--- config.mk ---
export PLATFORM = sky130hd
export DESIGN_NAME = aia_ctrl
export DESIGN_NICKNAME = d
export VERILOG_FILES = /design/src/design/association_id_allocator_core_defines.svh /design/src/design/aia_pkg.sv /design/src/design/aia_ctrl.sv
export SDC_FILE = /design/constraint.sdc
export NUM_CORES = 1
export LEC_CHECK = 0
export CAP_MARGIN = 40
export CORE_AREA = 2 2 39 41
export CTS_CLUSTER_SIZE = 25
export DETAILED_ROUTE_END_ITERATION = 6
export DIE_AREA = 0 0 41 43
export DONT_BUFFER_PORTS = 1
export PLACE_DENSITY_LB_ADDON = 0.15
export SETUP_SLACK_MARGIN = 0.4
export SLEW_MARGIN = 20
export SYNTH_ARGS = -nofsm -noshare
export SYNTH_HDL_FRONTEND = slang
export SYNTH_SLANG_ARGS = --single-unit
--- constraint.sdc ---
create_clock -name clock -period 1.9 [get_ports clock]
set_input_delay 0.285 -clock clock [delete_from_list [all_inputs] [get_ports clock]]
set_output_delay 0.285 -clock clock [all_outputs]
set_load 0.02 [all_outputs]
--- src/design/association_id_allocator_core_defines.svh ---
// Assertion macros shared by the allocator RTL.
`ifndef ASSOCIATION_ID_ALLOCATOR_CORE_DEFINES_SVH
`define ASSOCIATION_ID_ALLOCATOR_CORE_DEFINES_SVH

// antecedent implies consequent in the same cycle
`define AIA_ASSERT_IMPLY(label, clk, rst, ante, cons) \
   label: assert property (@(posedge clk) disable iff (rst) (ante) |-> (cons)) \
      else $error("aia: implication check failed");

// antecedent implies consequent in the next cycle
`define AIA_ASSERT_NEXT(label, clk, rst, ante, cons) \
   label: assert property (@(posedge clk) disable iff (rst) (ante) |=> (cons)) \
      else $error("aia: next-cycle check failed");

`endif

--- src/design/aia_pkg.sv ---
// Types, constants and codes for the association ID allocator.
package aia_pkg;

   localparam int TABLE_ENTRIES = 64;
   localparam int MAX_AID       = 2007;

   localparam int MAC_W   = 48;
   localparam int AID_W   = 11;
   localparam int REQ_W   = 3;
   localparam int STAT_W  = 2;

   localparam int SLOT_W  = (TABLE_ENTRIES > 1) ? $clog2(TABLE_ENTRIES) : 1;

   localparam int AID_MAP_SIZE = 2048;
   localparam int BM_WORD_W    = 32;
   localparam int BM_WORDS     = AID_MAP_SIZE / BM_WORD_W;
   localparam int BIT_AW       = $clog2(BM_WORD_W);
   localparam int WORD_AW      = $clog2(BM_WORDS);
   localparam int LAST_WORD    = MAX_AID / BM_WORD_W;

   localparam logic [REQ_W-1:0] REQ_RESERVE   = 3'd0;
   localparam logic [REQ_W-1:0] REQ_COMMIT    = 3'd1;
   localparam logic [REQ_W-1:0] REQ_ALLOCATE  = 3'd2;
   localparam logic [REQ_W-1:0] REQ_CANCEL    = 3'd3;
   localparam logic [REQ_W-1:0] REQ_RELEASE   = 3'd4;
   localparam logic [REQ_W-1:0] REQ_CLEAR_ALL = 3'd5;

   localparam logic [STAT_W-1:0] ST_OK           = 2'd0;
   localparam logic [STAT_W-1:0] ST_NO_ID        = 2'd1;
   localparam logic [STAT_W-1:0] ST_NOT_RESERVED = 2'd2;
   localparam logic [STAT_W-1:0] ST_FULL         = 2'd3;

   typedef struct packed {
      logic [REQ_W-1:0] req_type;
      logic [MAC_W-1:0] mac_address;
   } aia_req_type;

   typedef struct packed {
      logic [AID_W-1:0]  aid;
      logic [STAT_W-1:0] status;
   } aia_rsp_type;

   typedef struct packed {
      logic [MAC_W-1:0] mac;
      logic [AID_W-1:0] aid;
      logic             committed;
   } aia_slot_type;

   typedef enum logic [1:0] {
      AID_NONE,
      AID_HIT,
      AID_FOUND
   } aia_aid_sel_type;

   typedef enum logic [2:0] {
      S_IDLE,
      S_DISPATCH,
      S_LOOKUP,
      S_SEARCH,
      S_INSTALL,
      S_COMMIT,
      S_DROP_RD,
      S_DROP_WR
   } aia_state_type;

   typedef struct packed {
      logic              accept;
      logic              lookup_start;
      logic              lookup_run;
      logic              search_start;
      logic              search_run;
      logic              install;
      logic              install_committed;
      logic              commit;
      logic              drop_read;
      logic              drop_write;
      logic              clear_all;
      logic              rsp_load;
      aia_aid_sel_type   rsp_aid_sel;
      logic [STAT_W-1:0] rsp_status;
   } aia_cmd_type;

   typedef struct packed {
      logic [REQ_W-1:0] req_type;
      logic             hit;
      logic             hit_committed;
      logic             lookup_done;
      logic             free_found;
      logic             search_done;
      logic             table_full;
   } aia_stat_type;

endpackage

--- src/design/aia_ctrl.sv ---
// Request sequencer: walks lookup, free-ID search and table updates.
module aia_ctrl import aia_pkg::*; (
   input  logic         clock,
   input  logic         reset,
   input  logic         start,
   output logic         busy,
   input  aia_stat_type st,
   output aia_cmd_type  cmd
);

   aia_state_type state_ff, state_in;

   always_ff @(posedge clock) begin
      if (reset) begin
         state_ff <= S_IDLE;
      end else begin
         state_ff <= state_in;
      end
   end

   always_comb begin
      state_in = state_ff;
      unique case (state_ff)
         S_IDLE: begin
            if (start) begin
               state_in = S_DISPATCH;
            end
         end
         S_DISPATCH: begin
            unique case (st.req_type) inside
               REQ_RESERVE, REQ_COMMIT, REQ_ALLOCATE, REQ_CANCEL, REQ_RELEASE:
                  state_in = S_LOOKUP;
               default:
                  state_in = S_IDLE;
            endcase
         end
         S_LOOKUP: begin
            if (st.hit) begin
               unique case (st.req_type) inside
                  REQ_COMMIT, REQ_ALLOCATE: state_in = S_COMMIT;
                  REQ_RELEASE:              state_in = S_DROP_RD;
                  REQ_CANCEL:  state_in = st.hit_committed ? S_IDLE : S_DROP_RD;
                  default:                  state_in = S_IDLE;
               endcase
            end else if (st.lookup_done) begin
               unique case (st.req_type) inside
                  REQ_RESERVE, REQ_ALLOCATE: state_in = S_SEARCH;
                  default:                   state_in = S_IDLE;
               endcase
            end
         end
         S_SEARCH: begin
            if (st.free_found) begin
               state_in = st.table_full ? S_IDLE : S_INSTALL;
            end else if (st.search_done) begin
               state_in = S_IDLE;
            end
         end
         S_INSTALL: state_in = S_IDLE;
         S_COMMIT:  state_in = S_IDLE;
         S_DROP_RD: state_in = S_DROP_WR;
         S_DROP_WR: state_in = S_IDLE;
         default:   state_in = S_IDLE;
      endcase
   end

   always_comb begin
      cmd = '0;
      cmd.rsp_aid_sel = AID_NONE;
      cmd.rsp_status  = ST_OK;
      busy = (state_ff != S_IDLE);
      unique case (state_ff)
         S_IDLE: begin
            cmd.accept = start;
         end
         S_DISPATCH: begin
            unique case (st.req_type) inside
               REQ_RESERVE, REQ_COMMIT, REQ_ALLOCATE, REQ_CANCEL, REQ_RELEASE:
                  cmd.lookup_start = 1'b1;
               REQ_CLEAR_ALL: begin
                  cmd.clear_all = 1'b1;
                  cmd.rsp_load  = 1'b1;
               end
               default:
                  cmd.rsp_load = 1'b1;
            endcase
         end
         S_LOOKUP: begin
            cmd.lookup_run = 1'b1;
            if (st.hit) begin
               unique case (st.req_type) inside
                  REQ_RESERVE: begin
                     cmd.rsp_load    = 1'b1;
                     cmd.rsp_aid_sel = AID_HIT;
                  end
                  REQ_CANCEL: begin
                     cmd.rsp_load = st.hit_committed;
                  end
                  default: begin
                  end
               endcase
            end else if (st.lookup_done) begin
               unique case (st.req_type) inside
                  REQ_RESERVE, REQ_ALLOCATE: begin
                     cmd.search_start = 1'b1;
                  end
                  REQ_COMMIT: begin
                     cmd.rsp_load   = 1'b1;
                     cmd.rsp_status = ST_NOT_RESERVED;
                  end
                  default: begin
                     cmd.rsp_load = 1'b1;
                  end
               endcase
            end
         end
         S_SEARCH: begin
            cmd.search_run = 1'b1;
            if (st.free_found) begin
               if (st.table_full) begin
                  cmd.rsp_load   = 1'b1;
                  cmd.rsp_status = ST_FULL;
               end
            end else if (st.search_done) begin
               cmd.rsp_load   = 1'b1;
               cmd.rsp_status = ST_NO_ID;
            end
         end
         S_INSTALL: begin
            cmd.install           = 1'b1;
            cmd.install_committed = (st.req_type == REQ_ALLOCATE);
            cmd.rsp_load          = 1'b1;
            cmd.rsp_aid_sel       = AID_FOUND;
         end
         S_COMMIT: begin
            cmd.commit      = 1'b1;
            cmd.rsp_load    = 1'b1;
            cmd.rsp_aid_sel = AID_HIT;
         end
         S_DROP_RD: begin
            cmd.drop_read = 1'b1;
         end
         S_DROP_WR: begin
            cmd.drop_write = 1'b1;
            cmd.rsp_load   = 1'b1;
         end
         default: begin
         end
      endcase
   end

endmodule

* After elaboration in Yosys (flattened, before gate mapping)
Index checks and enable logic that the tools add are counted.
** Cells by class
- Equality and inequality tests :: 15
- Multiplexer cells :: 44
- Reductions and logical operators :: 8
** Operators by type and width (number)
- 1-bit 2-to-1 mux :: 21
- 3-bit 2-to-1 mux :: 7
- 2-bit 2-to-1 mux :: 10
- 3-bit == test (second input constant) :: 6
- 3-bit case mux with 6 select lines :: 1
- 3-bit by 2-bit == test with 1-bit output (second input constant) :: 4
- 3-bit case mux with 3 select lines :: 1
- 3-bit by 1-bit == test with 1-bit output (second input constant) :: 2
- 3-bit zero test :: 2
- 3-bit != test (second input constant) :: 2
- 2-bit case mux with 3 select lines :: 1
- 5-bit OR reduction :: 1
- 1-bit case mux with 4 select lines :: 1
- 2-bit case mux with 2 select lines :: 1
- 2-bit OR reduction :: 2
- 3-bit AND reduction :: 1
- 3-bit nonzero test :: 1
- 3-bit OR reduction :: 1
- 2-bit != test (second input constant) :: 1
- 1-bit case mux with 2 select lines :: 1
** Word-level totals
- Register bits :: 3
- Input bits :: 12
- Output and inout bits :: 17
- Logic and storage cells :: 68

* Depth between registers and ports, before layout
Gate-level depths: netlist of run 1.
- Depth in word-level cells :: 6
- Mapped depth :: 7

* Least setup slack after synthesis of run 1
Ideal clock, no wire load.
- Path kind :: register -> output
- Start point :: reg state_ff[1]
- End point :: out cmd[1] in the netlist's numbering
- Arrival time :: 1564 ps
- Data required time :: 1615 ps
- Slack :: 51 ps
- Cell stages (with the launch flop) :: 6
- Path through :: dfxtp_1 > nor2b_4 > nand2b_2 > inv_2 > nand2_1 > o41ai_1
** RTL lines
- start, declared :: line aia_ctrl.sv:11 : aia_state_type state_ff, state_in;
- start signal, assigned :: line aia_ctrl.sv:17 : state_ff <= state_in;
- end, declared :: line aia_ctrl.sv:8 : output aia_cmd_type cmd

==> impl_metrics.tcl, run 1 <==
set metrics [dict create \
    status "finished, final reports clean" \
    yosysSeqAreaShare_pct 11.21 \
    area_delta_synth_final_pct 54.91 \
    cts_tree "yes" \
    ys_top_cells_by_count "8 x nand2_1, 7 x a21oi_1, 7 x nor2_1" \
    fmax_mhz 609.9 \
    hold_violations 0 \
    vias 661 \
    nets 109 \
    critPathCaptureType "output pin" \
    worst_pin_slew_ps 377.9 \
    cts.sink_count 3 \
    synth.top_cell.area_share_pct 11.21 \
    rsz0062_at_grt "true" \
    antenna_found_initial 0 \
    core_um2 1384 \
    routed_wl_mm 1.806 \
    root_buffer "clkbuf_4" \
    reg_top3 "state_ff: 3 flops" \
    slew_headroom_pct 74.76 \
    drc 0 \
    leakage_nw 0.3321 \
    gr-total-overflow 0 \
    period_needed_ps 1640 \
    synth_area_leaders "dfxtp_1 11%, a21oi_1 6.5%, nand2_1 5.6%" \
    track_usage_pct 21.82 \
    combPwrFrac_pct 53.2 \
    via_per_inst 5.902 \
    grt_max_degree 16 \
    syn_nets 89 \
    drt_iter0_markers 31 \
    yosysTopAreaCell "dfxtp_1" \
    drt-wirelength-per-cell_um 16.13 \
    synthMostInstantiatedCell "nand2_1" \
    path_class "flip-flop to output pin" \
    maxCapViolations 0 \
    crit_chain "nor2b_4 > nand2b_4 > inv_8 > nand2_4 > o41ai_2 > buf_4" \
    fin_area_um2 829.5 \
    grt_pass1_wl_mm 2.704 \
    setup_viol 0 \
    p_seq_share_pct 19.3 \
    largest_reg_flops 3 \
    drv_slew 0 \
    synth_warnings 0 \
    layout-drive-gt1-share_pct 56.25 \
    syn-instance-count 77 \
    power.internal_mw 0.2487 \
    die-area_um2 1763 \
    synthFlopType "dfxtp_1" \
    diodes 0 \
    place_area_um2 598.1 \
    clockPowerShare_pct 27.5 \
    clock_path_buffers 2 \
    top_register "state_ff" \
    rows 14 \
    critPathLaunchType "flip-flop" \
    hold_path.class "input port to flip-flop" \
    finalCritPeriodShare_pct 86.30 \
    first_pass_iters 4 \
    clk_latency_ps 230 \
    clk_pin_slew_ps 30 \
    port_buffers 0 \
    p_sw_mw 0.1588 \
    power.density_nw_per_um2 491.2 \
    cp.arrival_ps 1350 \
    vdd_drop_max_v 0.0003321 \
    ant_nets 0 \
    dp_hpwl_mm 1.150 \
    die_x_um 41 \
    slowest_delay_ps 330 \
    synth_area_per_cell_um2 6.955 \
    synth_edf_count 0 \
    netlist_area_um2 535.5 \
    cts-buffers-inserted 3 \
    io_pins 29 \
    finClkSkew_ps 2.037 \
    ys_types 36 \
    die_y_um 43 \
    cp_max_fo 5 \
    start_util_pct 38.70 \
    grt_pass1_vias 632 \
    cp_slowest_cell "dfxtp_2" \
    critPathTopFamily "flip-flops" \
    cp_num_buf_inv 2 \
    tns_ps 0 \
    ys_seq_elements 3 \
    place_congestion 0.7725 \
    crit_required_ps 1620 \
    async_flop_share_pct 0 \
    swShare_pct 38.96 \
    cts_max_level 1 \
]
[metrics by stage]
step	hold WS, ps	std cells	setup WS [ps]	util, %	power, mW
6_report	117.1	112	260.4	59.95	0.4075
5_1_grt	107.7	112	190.6	59.95	0.4335
4_1_cts	99.93	105	242.9	53.25	0.3834
3_5_place_dp	358.1	95	140.9	43.22	0.2282
3_3_place_gp	355.4	95	173.6	43.22	0.2278
2_1_floorplan	354.1	77	306.4	-	0.2210
[cell type report]
cell class / count / area [µm²]
repair buffers: 20 / 161.4
clock buffers: 4 / 26.28
fillers: 129 / 554.3
multi-input cells: 65 / 530.5
well taps: 16 / 20.02
flip-flops and latches: 3 / 68.82
inverters: 4 / 22.52
[power by group through the flow]
stage          registers [mW]  logic (mW)  clock network [mW]
6_report               0.0788       0.217               0.112
5_1_grt                0.0794       0.232               0.122
4_1_cts                0.0777       0.188               0.118
3_5_place_dp           0.0867       0.141                   0
3_3_place_gp           0.0858       0.142                   0
2_1_floorplan          0.0769       0.144                   0
[cell families (layout without fill, tap and decap cells)]
kind of cell / count (synthesis) / in the layout / share of synthesized area, %
simple gates: 40 / 40 / 44.39
flops: 3 / 3 / 11.22
compound gates: 23 / 23 / 30.84
buf+inv: 9 / 28 / 9.813
xor+xnor: 1 / 1 / 1.636
mux: 1 / 1 / 2.103
[placed cells by master, fill, tap and decap left out, types with 2 or more instances in the layout]
| master | instances |
|---|---|
| buf_4 | 17 |
| nand2_1 | 7 |
| a21oi_1 | 6 |
| nor2_4 | 3 |
| nor2b_1 | 3 |
| nand4_1 | 3 |
| o21ai_1 | 3 |
| clkbuf_4 | 3 |
| buf_6 | 3 |
| o21ai_0 | 2 |
| and2_4 | 2 |
| nand2b_4 | 2 |
| nor2_2 | 2 |
| nor2_1 | 2 |
| inv_1 | 2 |
| nand3_1 | 2 |
| nor3_1 | 2 |
| dfxtp_4 | 2 |
[layer usage]
layer | vias up | global-route usage [%] | wire length (µm)
met4 | 0 | 7.333 | 0
met3 | 0 | 8.377 | 189
met5 | - | 0 | 0
met2 | 43 | 34.06 | 953
met1 | 296 | 26.11 | 663
li1 | 322 | - | -
[worst paths after layout]
check / endpoint / depth (start not counted) / slack, ps / from
max: cmd[1] / 6 / 260 / state_ff[1]$_SDFFE_PP0P_
min: state_ff[1]$_SDFFE_PP0P_ / 1 / 120 / reset
min reg2reg: state_ff[0]$_SDFFE_PP0P_ / 3 / 650 / state_ff[0]$_SDFFE_PP0P_
max reg2reg: state_ff[0]$_SDFFE_PP0P_ / 7 / 380 / state_ff[1]$_SDFFE_PP0P_
[repair_timing]
item	CTS	global route
pin swaps	3	8
setup buffers	6	7
hold buffers	0	0
endpoints found under the setup margin	18	12
resized for setup	23	8
Note: power is estimated with default switching activity, not from simulation.
==> run 2, diff against run 1 <==
- GPL_TIMING_DRIVEN: default -> 0
==> run 2 against run 1 <==
  * Sequential share of layout area is 0.41 points lower
  * Clock power rose by 4%
  * Die area did not move
  * First-iteration DRC count is 77% lower
  * Highest routed layer is now met4
  * Total power up 5.2%
  * Largest cell class unchanged
  * Register-to-register slack improved by 130 ps
  * Sequential power hardly changed
  * Combinational power increased by 8%
  * Fmax decreased by 2.4%
  * Critical path type unchanged
==> impl_metrics.tcl, run 2 (synthesized netlist as in run 1, its figures left out) <==
set metrics [dict create \
    die_y_um 43 \
    holdBufCountCts 0 \
    hold_path.class "input port to flip-flop" \
    grt_max_degree 11 \
    rows 14 \
    drv_slew 0 \
    dp_hpwl_mm 1.125 \
    start_util_pct 38.70 \
    area_delta_synth_final_pct 51.17 \
    place_congestion 0.7658 \
    via_per_inst 6.048 \
    tns_ps 0 \
    cp.arrival_ps 1400 \
    reg_top3 "state_ff: 3 flops" \
    status "finished, final reports clean" \
    worst_pin_slew_ps 423.3 \
    port_buffers 0 \
    cts_tree "yes" \
    period_needed_ps 1680 \
    layout-drive-gt1-share_pct 56.18 \
    power.density_nw_per_um2 529.5 \
    vdd_drop_max_v 0.0003903 \
    root_buffer "clkbuf_4" \
    finClkSkew_ps 4.210 \
    die-area_um2 1763 \
    io_pins 29 \
    maxCapViolations 0 \
    grt_pass1_wl_mm 2.580 \
    drt-wirelength-per-cell_um 16.19 \
    diodes 0 \
    clk_pin_slew_ps 40 \
    first_pass_iters 4 \
    die_x_um 41 \
    nets 102 \
    rsz0062_at_grt "true" \
    ant_nets 0 \
    core_um2 1384 \
    cp_max_fo 10 \
    clk_latency_ps 240 \
    path_class "flip-flop to output pin" \
    cts_max_level 1 \
    layout_common_cells "8 x buf_4, 6 x nand2_1, 6 x a21oi_1, 4 x buf_6, 4 x nor2_4" \
    nFillCells 128 \
    grt_pass1_vias 612 \
    clock_path_buffers 2 \
    leakage_nw 0.3199 \
    finalCritPeriodShare_pct 88.42 \
    antenna_found_initial 0 \
    slew_headroom_pct 71.68 \
    cts-buffers-inserted 3 \
    fmax_mhz 595.2 \
    final_common_cell "buf_4" \
    top_register "state_ff" \
    hold_violations 0 \
    drt_iter0_markers 7 \
    critPathLaunchType "flip-flop" \
    routed_wl_mm 1.700 \
    critPathCaptureType "output pin" \
    fin_area_um2 809.5 \
    vias 635 \
    place_area_um2 583.1 \
    crit_required_ps 1620 \
    drc 0 \
    gr-total-overflow 0 \
    track_usage_pct 20.92 \
    setup_viol 0 \
    cts.sink_count 3 \
    finalPower_mw 0.4287 \
    largest_reg_flops 3 \
]
run 2: final timing paths:
check,startpoint,end,slack (ps),cells past startpoint
worst min-delay path,reset,state_ff[0]$_SDFFE_PP0P_,100,1
worst max register to register,state_ff[1]$_SDFFE_PP0P_,state_ff[0]$_SDFFE_PP0P_,510,7
worst max-delay path,state_ff[2]$_SDFFE_PP0P_,cmd[15],220,3
worst min register to register,state_ff[0]$_SDFFE_PP0P_,state_ff[0]$_SDFFE_PP0P_,630,3
run 2: critical path: stages, from the launching register on:
cell     delay (ps)
dfxtp_2         350
buf_4           190
or3_4           450
nor2_4          160
run 2: where the power goes:
group / total [mW] / internal (mW) / switching, mW
clock: 0.116 / 0.0790 / 0.0374
combinational: 0.234 / 0.101 / 0.132
sequential: 0.0785 / 0.0706 / 0.00792
run 2: metal layers:
metal	routed length, µm	track usage (%)	up-vias
li1	-	-	308
met1	666	23.57	300
met2	889	36.56	23
met3	116	3.665	4
met4	28	7.333	0
met5	0	0	-
run 2: cell type report:
type                       count  area, µm²  share of cell area (%)
buffer                         5      46.29                   5.719
clock buffer                   4      26.28                   3.246
inverter                       4      22.52                   2.782
multi-input combinational     65      566.8                   70.02
sequential                     3      63.81                   7.883
tap                           16      20.02                   2.473
timing repair buffer           8      63.81                   7.883
run 2: what timing repair did:
item / in CTS / in global routing
gates resized for setup: 35 / 6
setup endpoints to repair: 15 / 12
buffers inserted: 7 / 1
pin swaps: 8 / 9
run 2: metrics by stage:
step	instances	hold slack [ps]	setup slack (ps)	utilization [%]
after global placement	93	361.9	181.8	42.13
after floorplan	77	354.1	306.4	-
after detailed placement	93	356.9	170.3	42.13
final	105	101.2	219.9	58.50
after CTS	104	93.12	142.1	56.06
after global routing	105	103.7	171.5	58.50
==> run 3, diff against run 2 <==
- BUFFER_PORTS_ARGS: default -> -buffer_cell sky130_fd_sc_hd__buf_4
- DONT_BUFFER_PORTS: 1 -> default
==> run 3 against run 2 <==
  * Global-route usage is 4.0 points higher
  * Clock power hardly changed
  * Total power is 21% higher
  * Clock skew is 3.7 ps lower
  * Cell count is 35% higher
==> impl_metrics.tcl, run 3 (synthesized netlist as in run 1, its figures left out) <==
set metrics [dict create \
    setup.worst_path.end "cmd[1]" \
    worst_pin_slew_ps 370.5 \
    leakage_nw 0.5140 \
    status "finished, final reports clean" \
    critPathCaptureType "output pin" \
    reg_top3 "state_ff: 3 flops" \
    port_buffers 27 \
    top_register "state_ff" \
    track_usage_pct 24.95 \
    cp_max_fo 3 \
    grt_pass1_vias 694 \
    root_buffer "clkbuf_4" \
    via_per_inst 5.768 \
    stdcell_count 142 \
    fmax_mhz 559.6 \
    hold_violations 0 \
    regArea_um2 66.31 \
    die_x_um 41 \
    place_congestion 0.7467 \
    die-area_um2 1763 \
    path_class "flip-flop to output pin" \
    p_sw_mw 0.2090 \
    nets 139 \
    clockPowerShare_pct 22.5 \
    grt_pass1_wl_mm 3.022 \
    vdd_drop_max_v 0.0003116 \
    finalCritPeriodShare_pct 94.05 \
    first_pass_iters 4 \
    reg2reg_to "state_ff[0]$_SDFFE_PP0P_" \
    layout-drive-gt1-share_pct 67.46 \
    dpl.cell_count 120 \
    tns_ps 0 \
    io_pins 29 \
    dp_hpwl_mm 1.183 \
    holdBufCountCts 0 \
    period_needed_ps 1787 \
    cts.sink_count 3 \
    drc 0 \
    area_delta_synth_final_pct 106.1 \
    layout_common_cells "32 x buf_4, 16 x buf_6, 7 x nand2_1, 5 x a21oi_1, 4 x nor2_4" \
    vias 819 \
    drt-wirelength-per-cell_um 16.34 \
    drt_iter0_markers 7 \
    reg2reg_slack_ps 410 \
    r2r_cells 7 \
    cts_tree "yes" \
    clk_pin_slew_ps 40 \
    p_seq_share_pct 14.9 \
    rsz0062_at_grt "true" \
    multi_input_area_um2 543.0 \
    power.density_nw_per_um2 469.4 \
    r2r_start "state_ff[1]$_SDFFE_PP0P_" \
    cts_max_level 1 \
    nFillCells 100 \
    antenna_found_initial 0 \
    grt_max_degree 11 \
    ant_nets 0 \
    start_util_pct 38.70 \
    swShare_pct 40.35 \
    rows 14 \
    drv_slew 0 \
    finClkSkew_ps 0.5502 \
    power.internal_mw 0.3090 \
    gr-total-overflow 0 \
    clock_path_buffers 2 \
    setup_viol 0 \
    critPathLaunchType "flip-flop" \
    cts-buffers-inserted 3 \
    maxCapViolations 0 \
    largest_reg_flops 3 \
    clk_latency_ps 240 \
    final_common_cell "buf_4" \
    slew_headroom_pct 75.11 \
    die_y_um 43 \
    crit_required_ps 1620 \
    setup.worst_path.start "state_ff[1]$_SDFFE_PP0P_" \
    diodes 0 \
    cp.arrival_ps 1500 \
    hold_path.class "input port to flip-flop" \
    core_um2 1384 \
    combPwrFrac_pct 62.6 \
    routed_wl_mm 2.320 \
]
[run 3: cell count changes in the layout (fill, tap and decap cells not counted), moves of 2 or more]
| cell | before | now |
|---|---|---|
| and3_4 | 2 | 0 |
| and3_1 | 0 | 2 |
| buf_4 | 8 | 32 |
| buf_6 | 4 | 16 |
[run 3: layout make-up]
class	instances	share of cell area (%)
tap	16	1.814
multi-input combinational	65	49.21
timing repair buffer	45	34.47
sequential	3	6.009
inverter	4	1.587
clock buffer	4	2.381
buffer	5	4.535
[run 3: power groups by stage]
stage	clock network (mW)	registers (mW)	logic [mW]
3_3_place_gp	0	0.0778	0.215
4_1_cts	0.114	0.0770	0.277
6_report	0.117	0.0772	0.324
3_5_place_dp	0	0.0781	0.217
2_1_floorplan	0	0.0769	0.144
5_1_grt	0.122	0.0776	0.343
[run 3: repair_timing]
item | 4_1_cts | 5_1_grt
setup endpoints to repair | 14 | 16
resized for setup | 22 | 18
pin swaps | 5 | 5
buffers inserted | 12 | 5
cloned | 1 | 0
[run 3: worst min path at each step]
stage,start,slack (ps),end,cells after the start
floorplan,reset,350,state_ff[0]$_SDFFE_PP0P_,1
global placement,reset,460,state_ff[2]$_SDFFE_PP0P_,2
detailed placement,reset,460,state_ff[1]$_SDFFE_PP0P_,2
CTS,reset,210,state_ff[0]$_SDFFE_PP0P_,2
global route,reset,210,state_ff[0]$_SDFFE_PP0P_,2
finish,reset,210,state_ff[0]$_SDFFE_PP0P_,2
[run 3: worst max-delay path, stage by stage (launching register included)]
cell and delay [ps]:
dfxtp_2 330, nor2b_4 180, nand2b_4 80, inv_4 70, buf_6 100, nand2_4 40
o41ai_4 280, buf_4 190
[run 3: per-layer routing]
layer / vias up / track usage, % / share of wire (%)
li1: 379 / - / -
met1: 399 / 30.99 / 39
met4: 0 / 8.000 / 1.9
met5: - / 0 / 0
met3: 5 / 2.094 / 5.7
met2: 36 / 42.50 / 53
[run 3: through the flow]
stage | setup slack (ps) | util (%) | instance area [µm²] | power [mW] | hold WS [ps]
final | 113.1 | 79.75 | 1104 | 0.5180 | 213.0
after global placement | 247.8 | 56.78 | 785.8 | 0.2932 | 463.3
after detailed placement | 227.7 | 56.78 | 785.8 | 0.2947 | 463.7
after floorplan | 306.4 | - | 563.0 | 0.2210 | 354.1
after CTS | 145.0 | 70.98 | 982.2 | 0.4682 | 213.3
after global routing | 69.70 | 79.75 | 1104 | 0.5431 | 214.1
